File: src/rtl/lgi_pkg.sv
package lgi_pkg;

    // sample format and gap limit
    localparam int SAMPLE_WIDTH = 32;
    localparam int MAX_GAP      = 31;

    // fixed field width on the stream
    localparam int DATA_W  = 32;
    // signed difference of two samples
    localparam int DIFF_W  = SAMPLE_WIDTH + 1;
    // pending missing count, 0..MAX_GAP
    localparam int GAP_W   = $clog2(MAX_GAP + 1);
    // divisor, gap length plus one, up to MAX_GAP + 1
    localparam int DIV_W   = $clog2(MAX_GAP + 2);
    // divider step counter, holds DIFF_W
    localparam int DCNT_W  = $clog2(DIFF_W + 1);
    // result flags in m_tuser
    localparam int OUSER_W = 4;

    typedef logic [SAMPLE_WIDTH-1:0] sample_t;
    typedef logic signed [DIFF_W-1:0] diff_t;
    typedef logic [GAP_W-1:0] gap_t;
    typedef logic [DIV_W-1:0] divisor_t;

    // kind of result the datapath puts in the output register
    typedef enum logic [1:0] {
        EK_FILL = 2'd0,
        EK_GAP  = 2'd1,
        EK_LAST = 2'd2
    } emit_kind_t;

    // commands from the controller
    typedef struct packed {
        logic       load;
        logic       bump;
        logic       div_start;
        logic       fill_init;
        logic       emit;
        emit_kind_t kind;
        logic       commit;
    } cmd_t;

    // status back to the controller
    typedef struct packed {
        logic seen;
        logic overlong;
        logic pend_zero;
        logic pend_max;
        logic cnt_one;
        logic out_free;
        logic div_done;
        logic div_busy;
    } stat_t;

endpackage

File: src/rtl/lgi_div.sv
module lgi_div
(
    input  logic                     clk,
    input  logic                     rst_n,
    input  logic                     start,
    input  lgi_pkg::diff_t           dividend,
    input  lgi_pkg::divisor_t        divisor,
    output logic                     busy,
    output logic                     done,
    output lgi_pkg::diff_t           quot,
    output lgi_pkg::divisor_t        rem
);

    logic                          busy_reg, busy_next;
    logic                          fix_reg, fix_next;
    logic                          done_reg, done_next;
    logic [lgi_pkg::DCNT_W-1:0]    cnt_reg, cnt_next;
    logic                          neg_reg;
    logic [lgi_pkg::DIFF_W-1:0]    quo_reg;
    lgi_pkg::divisor_t             acc_reg;
    lgi_pkg::diff_t                quot_reg;
    lgi_pkg::divisor_t             rem_reg;
    logic [lgi_pkg::DIV_W:0]       part;
    logic                          fits;
    logic [lgi_pkg::DIFF_W-1:0]    mag;

    // magnitude of the dividend at start
    assign mag = dividend[lgi_pkg::DIFF_W-1] ? lgi_pkg::DIFF_W'(-dividend)
                                             : lgi_pkg::DIFF_W'(dividend);

    // one restoring step: bring down the next dividend bit
    assign part = {acc_reg, quo_reg[lgi_pkg::DIFF_W-1]};
    assign fits = part >= {1'b0, divisor};

    // control of the iteration
    always_comb
    begin
        busy_next = busy_reg;
        fix_next  = 1'b0;
        done_next = fix_reg;
        cnt_next  = cnt_reg;
        if (start)
        begin
            busy_next = 1'b1;
            cnt_next  = lgi_pkg::DCNT_W'(lgi_pkg::DIFF_W);
        end
        else if (busy_reg)
        begin
            cnt_next = cnt_reg - 1'b1;
            if (cnt_reg == lgi_pkg::DCNT_W'(1))
            begin
                busy_next = 1'b0;
                fix_next  = 1'b1;
            end
        end
    end

    always_ff @(posedge clk or negedge rst_n)
    begin
        if (!rst_n)
        begin
            busy_reg <= 1'b0;
            fix_reg  <= 1'b0;
            done_reg <= 1'b0;
            cnt_reg  <= '0;
        end
        else
        begin
            busy_reg <= busy_next;
            fix_reg  <= fix_next;
            done_reg <= done_next;
            cnt_reg  <= cnt_next;
        end
    end

    // magnitude division and floor correction for a negative dividend
    always_ff @(posedge clk)
    begin
        if (start)
        begin
            neg_reg <= dividend[lgi_pkg::DIFF_W-1];
            quo_reg <= mag;
            acc_reg <= '0;
        end
        else if (busy_reg)
        begin
            quo_reg <= {quo_reg[lgi_pkg::DIFF_W-2:0], fits};
            acc_reg <= fits ? lgi_pkg::DIV_W'(part - {1'b0, divisor})
                            : lgi_pkg::DIV_W'(part);
        end
        if (fix_reg)
        begin
            if (neg_reg && (acc_reg != '0))
            begin
                quot_reg <= lgi_pkg::diff_t'(~quo_reg);
                rem_reg  <= divisor - acc_reg;
            end
            else if (neg_reg)
            begin
                quot_reg <= lgi_pkg::diff_t'(-quo_reg);
                rem_reg  <= '0;
            end
            else
            begin
                quot_reg <= lgi_pkg::diff_t'(quo_reg);
                rem_reg  <= acc_reg;
            end
        end
    end

    assign busy = busy_reg | fix_reg;
    assign done = done_reg;
    assign quot = quot_reg;
    assign rem  = rem_reg;

endmodule

File: src/rtl/lgi_dp.sv
module lgi_dp
(
    input  logic                          clk,
    input  logic                          rst_n,
    input  logic [lgi_pkg::DATA_W-1:0]    s_tdata,
    input  logic                          s_tuser,
    input  logic                          s_tlast,
    output logic                          m_tvalid,
    input  logic                          m_tready,
    output logic [lgi_pkg::DATA_W-1:0]    m_tdata,
    output logic [lgi_pkg::OUSER_W-1:0]   m_tuser,
    output logic                          m_tlast,
    input  lgi_pkg::cmd_t                 cmd,
    output lgi_pkg::stat_t                stat,
    output logic                          div_start,
    output lgi_pkg::diff_t                div_dividend,
    output lgi_pkg::divisor_t             div_divisor,
    input  logic                          div_busy,
    input  logic                          div_done,
    input  lgi_pkg::diff_t                div_quot,
    input  lgi_pkg::divisor_t             div_rem
);

    // series state
    logic                  seen_reg, seen_next;
    lgi_pkg::sample_t      anchor_reg, anchor_next;
    lgi_pkg::gap_t         pending_reg, pending_next;
    logic                  overlong_reg, overlong_next;

    // latched request
    lgi_pkg::sample_t      x_reg;
    logic                  present_reg;
    logic                  last_reg;
    logic                  tl_reg;
    lgi_pkg::diff_t        diff_reg;
    lgi_pkg::gap_t         cnt_reg;

    // fill accumulator
    lgi_pkg::diff_t        val_reg;
    lgi_pkg::divisor_t     r_reg;

    // output register
    logic                          out_valid_reg, out_valid_next;
    logic [lgi_pkg::DATA_W-1:0]    out_data_reg;
    logic [lgi_pkg::OUSER_W-1:0]   out_user_reg;
    logic                          out_last_reg;

    lgi_pkg::sample_t      in_x;
    logic                  pend_max;
    lgi_pkg::divisor_t     divisor;
    logic [lgi_pkg::DIV_W:0] rsum;
    logic                  carry;
    lgi_pkg::divisor_t     r_next;
    lgi_pkg::diff_t        val_next;
    logic [lgi_pkg::DATA_W-1:0]  emit_data;
    logic [lgi_pkg::OUSER_W-1:0] emit_user;
    logic                  emit_last;

    assign in_x     = s_tdata[lgi_pkg::SAMPLE_WIDTH-1:0];
    assign pend_max = pending_reg == lgi_pkg::GAP_W'(lgi_pkg::MAX_GAP);
    assign divisor  = lgi_pkg::DIV_W'(pending_reg) + 1'b1;

    // state update on a silent count, and on the final result of a request
    always_comb
    begin
        seen_next     = seen_reg;
        anchor_next   = anchor_reg;
        pending_next  = pending_reg;
        overlong_next = overlong_reg;
        if (cmd.bump)
        begin
            pending_next = pending_reg + 1'b1;
        end
        else if (cmd.commit)
        begin
            if (last_reg)
            begin
                seen_next     = 1'b0;
                anchor_next   = '0;
                pending_next  = '0;
                overlong_next = 1'b0;
            end
            else if (present_reg)
            begin
                seen_next     = 1'b1;
                anchor_next   = x_reg;
                pending_next  = '0;
                overlong_next = 1'b0;
            end
            else
            begin
                pending_next  = '0;
                overlong_next = tl_reg;
            end
        end
    end

    always_ff @(posedge clk or negedge rst_n)
    begin
        if (!rst_n)
        begin
            seen_reg      <= 1'b0;
            anchor_reg    <= '0;
            pending_reg   <= '0;
            overlong_reg  <= 1'b0;
            out_valid_reg <= 1'b0;
        end
        else
        begin
            seen_reg      <= seen_next;
            anchor_reg    <= anchor_next;
            pending_reg   <= pending_next;
            overlong_reg  <= overlong_next;
            out_valid_reg <= out_valid_next;
        end
    end

    // latch the request and the remaining result count
    always_ff @(posedge clk)
    begin
        if (cmd.load)
        begin
            x_reg       <= in_x;
            present_reg <= s_tuser;
            last_reg    <= s_tlast;
            tl_reg      <= !s_tuser && seen_reg && (overlong_reg || (!s_tlast && pend_max));
            diff_reg    <= lgi_pkg::diff_t'($signed(in_x)) -
                           lgi_pkg::diff_t'($signed(anchor_reg));
            cnt_reg     <= pending_reg;
        end
        else if (cmd.emit)
        begin
            cnt_reg <= cnt_reg - 1'b1;
        end
    end

    // next filled value: add the quotient step, carry one when the remainder wraps
    assign rsum     = {1'b0, r_reg} + {1'b0, div_rem};
    assign carry    = rsum >= {1'b0, divisor};
    assign r_next   = carry ? lgi_pkg::DIV_W'(rsum - {1'b0, divisor})
                            : lgi_pkg::DIV_W'(rsum);
    assign val_next = val_reg + div_quot + lgi_pkg::diff_t'(carry);

    always_ff @(posedge clk)
    begin
        if (cmd.fill_init)
        begin
            val_reg <= lgi_pkg::diff_t'($signed(anchor_reg));
            r_reg   <= '0;
        end
        else if (cmd.emit && (cmd.kind == lgi_pkg::EK_FILL))
        begin
            val_reg <= val_next;
            r_reg   <= r_next;
        end
    end

    // result fields by kind; tuser is present, filled, too long, run last
    always_comb
    begin
        case (cmd.kind)
            lgi_pkg::EK_FILL:
            begin
                emit_data = lgi_pkg::DATA_W'(val_next[lgi_pkg::SAMPLE_WIDTH-1:0]);
                emit_user = 4'b0011;
                emit_last = 1'b0;
            end
            lgi_pkg::EK_GAP:
            begin
                emit_data = '0;
                emit_user = {1'b0, tl_reg, 2'b00};
                emit_last = 1'b0;
            end
            lgi_pkg::EK_LAST:
            begin
                emit_data = present_reg ? lgi_pkg::DATA_W'(x_reg) : '0;
                emit_user = {1'b1, tl_reg, 1'b0, present_reg};
                emit_last = last_reg;
            end
            default:
            begin
                emit_data = '0;
                emit_user = '0;
                emit_last = 1'b0;
            end
        endcase
    end

    // output register
    always_comb
    begin
        out_valid_next = out_valid_reg;
        if (cmd.emit)
        begin
            out_valid_next = 1'b1;
        end
        else if (m_tready)
        begin
            out_valid_next = 1'b0;
        end
    end

    always_ff @(posedge clk)
    begin
        if (cmd.emit)
        begin
            out_data_reg <= emit_data;
            out_user_reg <= emit_user;
            out_last_reg <= emit_last;
        end
    end

    assign m_tvalid = out_valid_reg;
    assign m_tdata  = out_data_reg;
    assign m_tuser  = out_user_reg;
    assign m_tlast  = out_last_reg;

    // divider hookup
    assign div_start    = cmd.div_start;
    assign div_dividend = diff_reg;
    assign div_divisor  = divisor;

    // status
    assign stat.seen      = seen_reg;
    assign stat.overlong  = overlong_reg;
    assign stat.pend_zero = pending_reg == '0;
    assign stat.pend_max  = pend_max;
    assign stat.cnt_one   = cnt_reg == lgi_pkg::GAP_W'(1);
    assign stat.out_free  = !out_valid_reg || m_tready;
    assign stat.div_done  = div_done;
    assign stat.div_busy  = div_busy;

endmodule

File: src/rtl/lgi_ctrl.sv
module lgi_ctrl
(
    input  logic              clk,
    input  logic              rst_n,
    input  logic              s_tvalid,
    output logic              s_tready,
    input  logic              in_present,
    input  logic              in_last,
    input  lgi_pkg::stat_t    stat,
    output lgi_pkg::cmd_t     cmd
);

    typedef enum logic [5:0] {
        S_IDLE  = 6'b000001,
        S_START = 6'b000010,
        S_DIV   = 6'b000100,
        S_FILL  = 6'b001000,
        S_FLUSH = 6'b010000,
        S_LAST  = 6'b100000
    } state_t;

    state_t state_reg, state_next;

    assign s_tready = state_reg == S_IDLE;

    // sequencing of one request
    always_comb
    begin
        state_next = state_reg;
        cmd        = '0;
        cmd.kind   = lgi_pkg::EK_LAST;
        case (state_reg)
            S_IDLE:
            begin
                if (s_tvalid)
                begin
                    cmd.load = 1'b1;
                    if (in_present)
                    begin
                        if (stat.seen && !stat.overlong && !stat.pend_zero)
                            state_next = S_START;
                        else
                            state_next = S_LAST;
                    end
                    else if (!stat.seen || stat.overlong)
                    begin
                        state_next = S_LAST;
                    end
                    else if (in_last)
                    begin
                        state_next = stat.pend_zero ? S_LAST : S_FLUSH;
                    end
                    else if (!stat.pend_max)
                    begin
                        cmd.bump = 1'b1;
                    end
                    else
                    begin
                        state_next = S_FLUSH;
                    end
                end
            end
            S_START:
            begin
                cmd.div_start = 1'b1;
                state_next    = S_DIV;
            end
            S_DIV:
            begin
                if (stat.div_done)
                begin
                    cmd.fill_init = 1'b1;
                    state_next    = S_FILL;
                end
            end
            S_FILL:
            begin
                cmd.kind = lgi_pkg::EK_FILL;
                if (stat.out_free)
                begin
                    cmd.emit = 1'b1;
                    if (stat.cnt_one)
                        state_next = S_LAST;
                end
            end
            S_FLUSH:
            begin
                cmd.kind = lgi_pkg::EK_GAP;
                if (stat.out_free)
                begin
                    cmd.emit = 1'b1;
                    if (stat.cnt_one)
                        state_next = S_LAST;
                end
            end
            S_LAST:
            begin
                cmd.kind = lgi_pkg::EK_LAST;
                if (stat.out_free)
                begin
                    cmd.emit   = 1'b1;
                    cmd.commit = 1'b1;
                    state_next = S_IDLE;
                end
            end
            default:
            begin
                state_next = S_IDLE;
            end
        endcase
    end

    always_ff @(posedge clk or negedge rst_n)
    begin
        if (!rst_n)
            state_reg <= S_IDLE;
        else
            state_reg <= state_next;
    end

endmodule

File: src/rtl/linear_gap_interpolation.sv
// Linear gap filler for a stream of samples, some of them missing.
// Slave channel: one request per sample; tdata carries the signed sample,
// tuser is 1 when the sample is present, tlast marks the end of a series.
// Master channel: results in order; tdata is the value (zero when missing),
// tuser holds present, filled, gap too long and last-of-request flags,
// tlast marks the final result of a series.
// A missing sample inside a short gap gives no result; it is held until the
// present sample that closes the gap arrives, which then gives n filled
// values and itself, or until the series ends or the gap grows too long.
// Sequence: a request with one result goes from acceptance straight to the
// last state; a flush of n held samples gives n gap results and then its own;
// a held missing sample only counts up the gap. A present sample closing a gap
// of n first waits for the bit-serial divider, which divides the sample
// difference by n + 1 once per gap; filled values then come one per cycle,
// unless the receiver stalls, from a running quotient and remainder.
// Reset clears the series state and empties the output register.
// When the receiver stalls, the finished result waits in the output register
// and the sequencer holds; no request is taken until the current one is done.
module linear_gap_interpolation
(
    input  logic                               clk,
    input  logic                               rst_n,
    input  logic                               s_tvalid,
    output logic                               s_tready,
    input  logic [lgi_pkg::DATA_W-1:0]         s_tdata,  // sample_value
    input  logic                               s_tuser,  // sample_present
    input  logic                               s_tlast,
    output logic                               m_tvalid,
    input  logic                               m_tready,
    output logic [lgi_pkg::DATA_W-1:0]         m_tdata,  // out_value
    output logic [lgi_pkg::OUSER_W-1:0]        m_tuser,  // out_present, was_filled,
                                                         // gap_too_long, run_last
    output logic                               m_tlast   // out_series_end
);

    lgi_pkg::cmd_t      cmd;
    lgi_pkg::stat_t     stat;
    logic               div_start;
    lgi_pkg::diff_t     div_dividend;
    lgi_pkg::divisor_t  div_divisor;
    logic               div_busy;
    logic               div_done;
    lgi_pkg::diff_t     div_quot;
    lgi_pkg::divisor_t  div_rem;

    // sequencer
    lgi_ctrl u_ctrl
    (
        .clk        (clk),
        .rst_n      (rst_n),
        .s_tvalid   (s_tvalid),
        .s_tready   (s_tready),
        .in_present (s_tuser),
        .in_last    (s_tlast),
        .stat       (stat),
        .cmd        (cmd)
    );

    // datapath with series state and output register
    lgi_dp u_dp
    (
        .clk          (clk),
        .rst_n        (rst_n),
        .s_tdata      (s_tdata),
        .s_tuser      (s_tuser),
        .s_tlast      (s_tlast),
        .m_tvalid     (m_tvalid),
        .m_tready     (m_tready),
        .m_tdata      (m_tdata),
        .m_tuser      (m_tuser),
        .m_tlast      (m_tlast),
        .cmd          (cmd),
        .stat         (stat),
        .div_start    (div_start),
        .div_dividend (div_dividend),
        .div_divisor  (div_divisor),
        .div_busy     (div_busy),
        .div_done     (div_done),
        .div_quot     (div_quot),
        .div_rem      (div_rem)
    );

    // floor divider for the per-gap step
    lgi_div u_div
    (
        .clk      (clk),
        .rst_n    (rst_n),
        .start    (div_start),
        .dividend (div_dividend),
        .divisor  (div_divisor),
        .busy     (div_busy),
        .done     (div_done),
        .quot     (div_quot),
        .rem      (div_rem)
    );

    // a new result never overwrites one still waiting
    a_no_overwrite: assert property (@(posedge clk) disable iff (!rst_n)
        cmd.emit |-> (!m_tvalid || m_tready))
        else $error("result register overwritten");

    // no request is taken while the divider works
    a_busy_no_accept: assert property (@(posedge clk) disable iff (!rst_n)
        div_busy |-> !s_tready)
        else $error("request accepted during division");

    // a stalled result stays offered
    a_hold_stall: assert property (@(posedge clk) disable iff (!rst_n)
        (m_tvalid && !m_tready) |=> m_tvalid)
        else $error("result dropped under stall");

    // filled results are always marked present
    a_fill_present: assert property (@(posedge clk) disable iff (!rst_n)
        (m_tvalid && m_tuser[1]) |-> (m_tuser[0] && !m_tuser[2]))
        else $error("filled result flags inconsistent");

endmodule
File: config.mk
export PLATFORM = sky130hd
export DESIGN_NAME = linear_gap_interpolation
export DESIGN_NICKNAME = d
export VERILOG_FILES = /design/src/rtl/lgi_pkg.sv /design/src/rtl/lgi_div.sv /design/src/rtl/lgi_dp.sv /design/src/rtl/lgi_ctrl.sv /design/src/rtl/linear_gap_interpolation.sv
export SDC_FILE = /design/constraint.sdc
export NUM_CORES = 1
export LEC_CHECK = 0
export ABC_AREA = 1
export BUFFER_PORTS_ARGS = -buffer_cell sky130_fd_sc_hd__buf_2
export CORE_MARGIN = 10
export CORE_UTILIZATION = 35
export CTS_BUF_LIST = sky130_fd_sc_hd__clkbuf_8
export CTS_CLUSTER_DIAMETER = 120
export DETAILED_ROUTE_END_ITERATION = 10
export PLACE_DENSITY = 0.49
export SKIP_LAST_GASP = 1
export SYNTH_ARGS = -nofsm -noshare
export SYNTH_HDL_FRONTEND = slang
export SYNTH_SLANG_ARGS = --single-unit
File: constraint.sdc
create_clock -name clk -period 7.4 [get_ports clk]
set_input_delay 1.48 -clock clk [delete_from_list [all_inputs] [get_ports clk]]
set_output_delay 1.48 -clock clk [all_outputs]
set_load 0.03 [all_outputs]
==> results.md <==
* Status: completed
* RSZ-0062 raised after global routing: false
* Worst-margin pin slew at 1.29 ns
* Clk sinks at 281
* Count of hold-fix buffers inserted at cts at 0
* Yosys reg bits at 281
* Setup WS pre-CTS at 2.62 ns
* Htree depth at 2
* Critical Path RT at 7.77 ns
* Final setup viols at 0
* Hold WC Path Type: reg -> reg
* Max-cap violations at 0
* Core Rows at 83
* Via density at 4.96
* Placed cells at 3079
* Top-count cell post-synth: nand2_1
* Pwr Total at 6.73 mW
* Worst-path clk slew at 0.06 ns
* Die area at 61200 µm²
* FMAX at 208 MHz
* Fin crit share at 64.9%
* IO buf count at 76
* FF-to-FF path depth at 26
* Synth warn at 0
* Synth top area cells: edfxtp_1 35%, nand2_1 15%, inv_1 7.6%, dfrtp_1 7.5%, ha_1 6.5%
* Number of global-route vias before repair at 15100
* Crit Path Max Fanout at 9
* GR Overflow Total at 0
* Post-layout util at 39.7%
* Worst skew pair latency at 0.65 ns
* Worst r2r dst: u_dp.m_tdata[20]
* WHS Path Cells at 2
* Max VDD drop at 0.155 mV
* Layout cells sized above 1 at 7.61%
* Sequential fraction of the synthesis area at 44.4%
* Flop2flop setup slack at 2.60 ns
* Wire per inst at 18.9 µm
* Clock root buffer: clkbuf_8
* Drt pass-1 iters at 6
* Most used DFF post-synth: edfxtp_1
* Initial antenna violation count at 1
* Fin Setup TNS at 0 ns
* Final cell count without fillers at 3178
* Layout Nets at 2592
* Gr usage total at 19.5%
* I/O pins at 77
* Die width at 247 µm
* Routed Antenna Nets at 0
* Final HPWL DP at 47.5 mm
* Reg-to-reg critical path startpoint: u_div.rem[0]
* First-pass GRT wire length at 90.8 mm
* DP Area at 19300 µm²
* Die height at 247 µm
* Hold EP: u_dp.r_reg[4]
* Syn nets at 2488
* Synth cell count leaders: 730 x nand2_1, 365 x inv_1, 214 x edfxtp_1
* Final setup margin at 2.60 ns
* Synth async-reset ratio at 19.6%
* Filler cell count at 5415
* Worst-case clock buffer depth at 3
* Avg Cell Area, Syn at 7.71 µm²
* Core area at 51300 µm²
* Initial DRC count at 1328
* Fin. Hold Viols at 0
* CTS tree: yes
* Placer Congestion at 0.940
* Min Clock Period, post-route at 4.80 ns
* Synth unique cells at 47
* Hold path start: u_dp.r_reg[4]
* Design Area, Final at 20400 µm²
* Yosys top cell by area: edfxtp_1
* # Post-CTS Setup Buffers at 0
* Detailed Route WL at 60.0 mm
* Post-CTS Resized at 0
* Pin count of the biggest net entering global routing at 79
* Leakage at 9.50 nW
* Area share of the largest cell type after synthesis at 35.5%
* Relative slew slack at 14.1%
* Starting Density at 35.3%
* Post-Syn Instances at 2349
* Critical path arrival at 5.17 ns
* Worst setup path class: reg -> reg
* Startpoint types: register
* Drt drc at 0
* Synth Cell Area at 18100 µm²
* Final Max Tran Viols at 0
* Clock Skew at 0.0183 ns
* Area growth from synthesis to layout at 12.6%
* P per Cell Area at 330 nW/µm²
* WHS at 0.460 ns
* EDFF count, synth at 214
* Total CTS buffers at 52
* Vias after detailed routing at 15800
* Endpoint type of the worst setup path: register
-- kinds of logic (layout without fill, tap and decap cells) --
logic type                 after synthesis  count (layout)  synth area share (%)
buffers and inverters                  408             556                  8.77
other                                    0               1                     0
adders and majority gates              101             101                  7.27
AOI/OAI and AO/OA                      279             279                  8.44
DFF                                    281             281                  44.4
xor gates and xnor gates                76              76                  3.68
and+or+nand+nor                       1204            1204                  27.4
-- metal layers --
metal | up-vias | GRT usage, % | wire length [µm]
li1 | 7901 | - | -
met1 | 7373 | 28.0 | 29300
met2 | 398 | 29.6 | 25900
met3 | 80 | 3.33 | 3430
met4 | 0 | 5.16 | 1440
met5 | - | 0 | 0
-- placed cells by master, fill, tap and decap left out, types with 12 or more instances in the layout --
cell      netlist  layout
buf_4           3      13
o21ai_0       130     130
dfxtp_1        12      12
xnor2_1        24      24
xor2_1         52      52
o22ai_1        38      38
nand4_1        31      31
nor2_1        207     205
dfrtp_1        54      54
ha_1           94      94
edfxtp_1      214     214
a21oi_1        78      78
nor3_1         22      22
nand2_1       730     730
buf_2          12      76
nand3_1       184     184
clkbuf_8        0      63
inv_1         365     382
-- report_power, final --
| part | internal (mW) | leakage, nW | switching [mW] |
|---|---|---|---|
| sequential | 2.24 | 2.78 | 0.313 |
| combinational | 0.769 | 6.08 | 1.78 |
| clock | 0.912 | 0.639 | 0.711 |
-- area by class of cell --
type	count	area, µm²	area share (%)
Antenna cell	1	2.50	0.0123
Sequential cell	281	8040	39.5
Multi-Input combinational cell	1660	8500	41.7
Tap cell	680	851	4.17
Inverter	369	1390	6.80
Timing Repair Buffer	89	478	2.35
Clock inverter	35	258	1.26
Clock buffer	63	867	4.25
-- critical path, cell delays in order (launching register included) --
cell      delay, ns
edfxtp_1       0.34
ha_1           0.20
inv_1          0.07
fa_1           0.41
o21ai_0        0.23
xor2_1         0.21
inv_1          0.06
ha_1           0.33
nand2_1        0.06
inv_1          0.06
nand4_1        0.07
nand3_1        0.09
nand2_1        0.05
nand2_1        0.22
inv_1          0.19
fa_1           0.45
fa_1           0.45
inv_1          0.12
nand3_1        0.07
nand3_1        0.17
nand2_1        0.08
nand3_1        0.17
nand2_1        0.11
nand2_1        0.07
nand2_1        0.06
nand3_1        0.08
o21ai_0        0.11
-- worst max path at each step --
stage | startpoint | endpoint | slack, ns | cells after the start
after floorplan | u_div.rem[0] | u_dp.val_reg[16] | 3.34 | 24
after detailed placement | u_div.rem[0] | u_dp.m_tdata[20] | 2.62 | 26
after global placement | u_div.rem[0] | u_dp.m_tdata[20] | 2.70 | 26
after CTS | u_div.rem[0] | u_dp.m_tdata[20] | 2.62 | 26
final | u_div.rem[0] | u_dp.m_tdata[20] | 2.60 | 26
after global routing | u_div.rem[0] | u_dp.m_tdata[20] | 2.16 | 26
No activity file was read; power rests on OpenSTA's default activity.
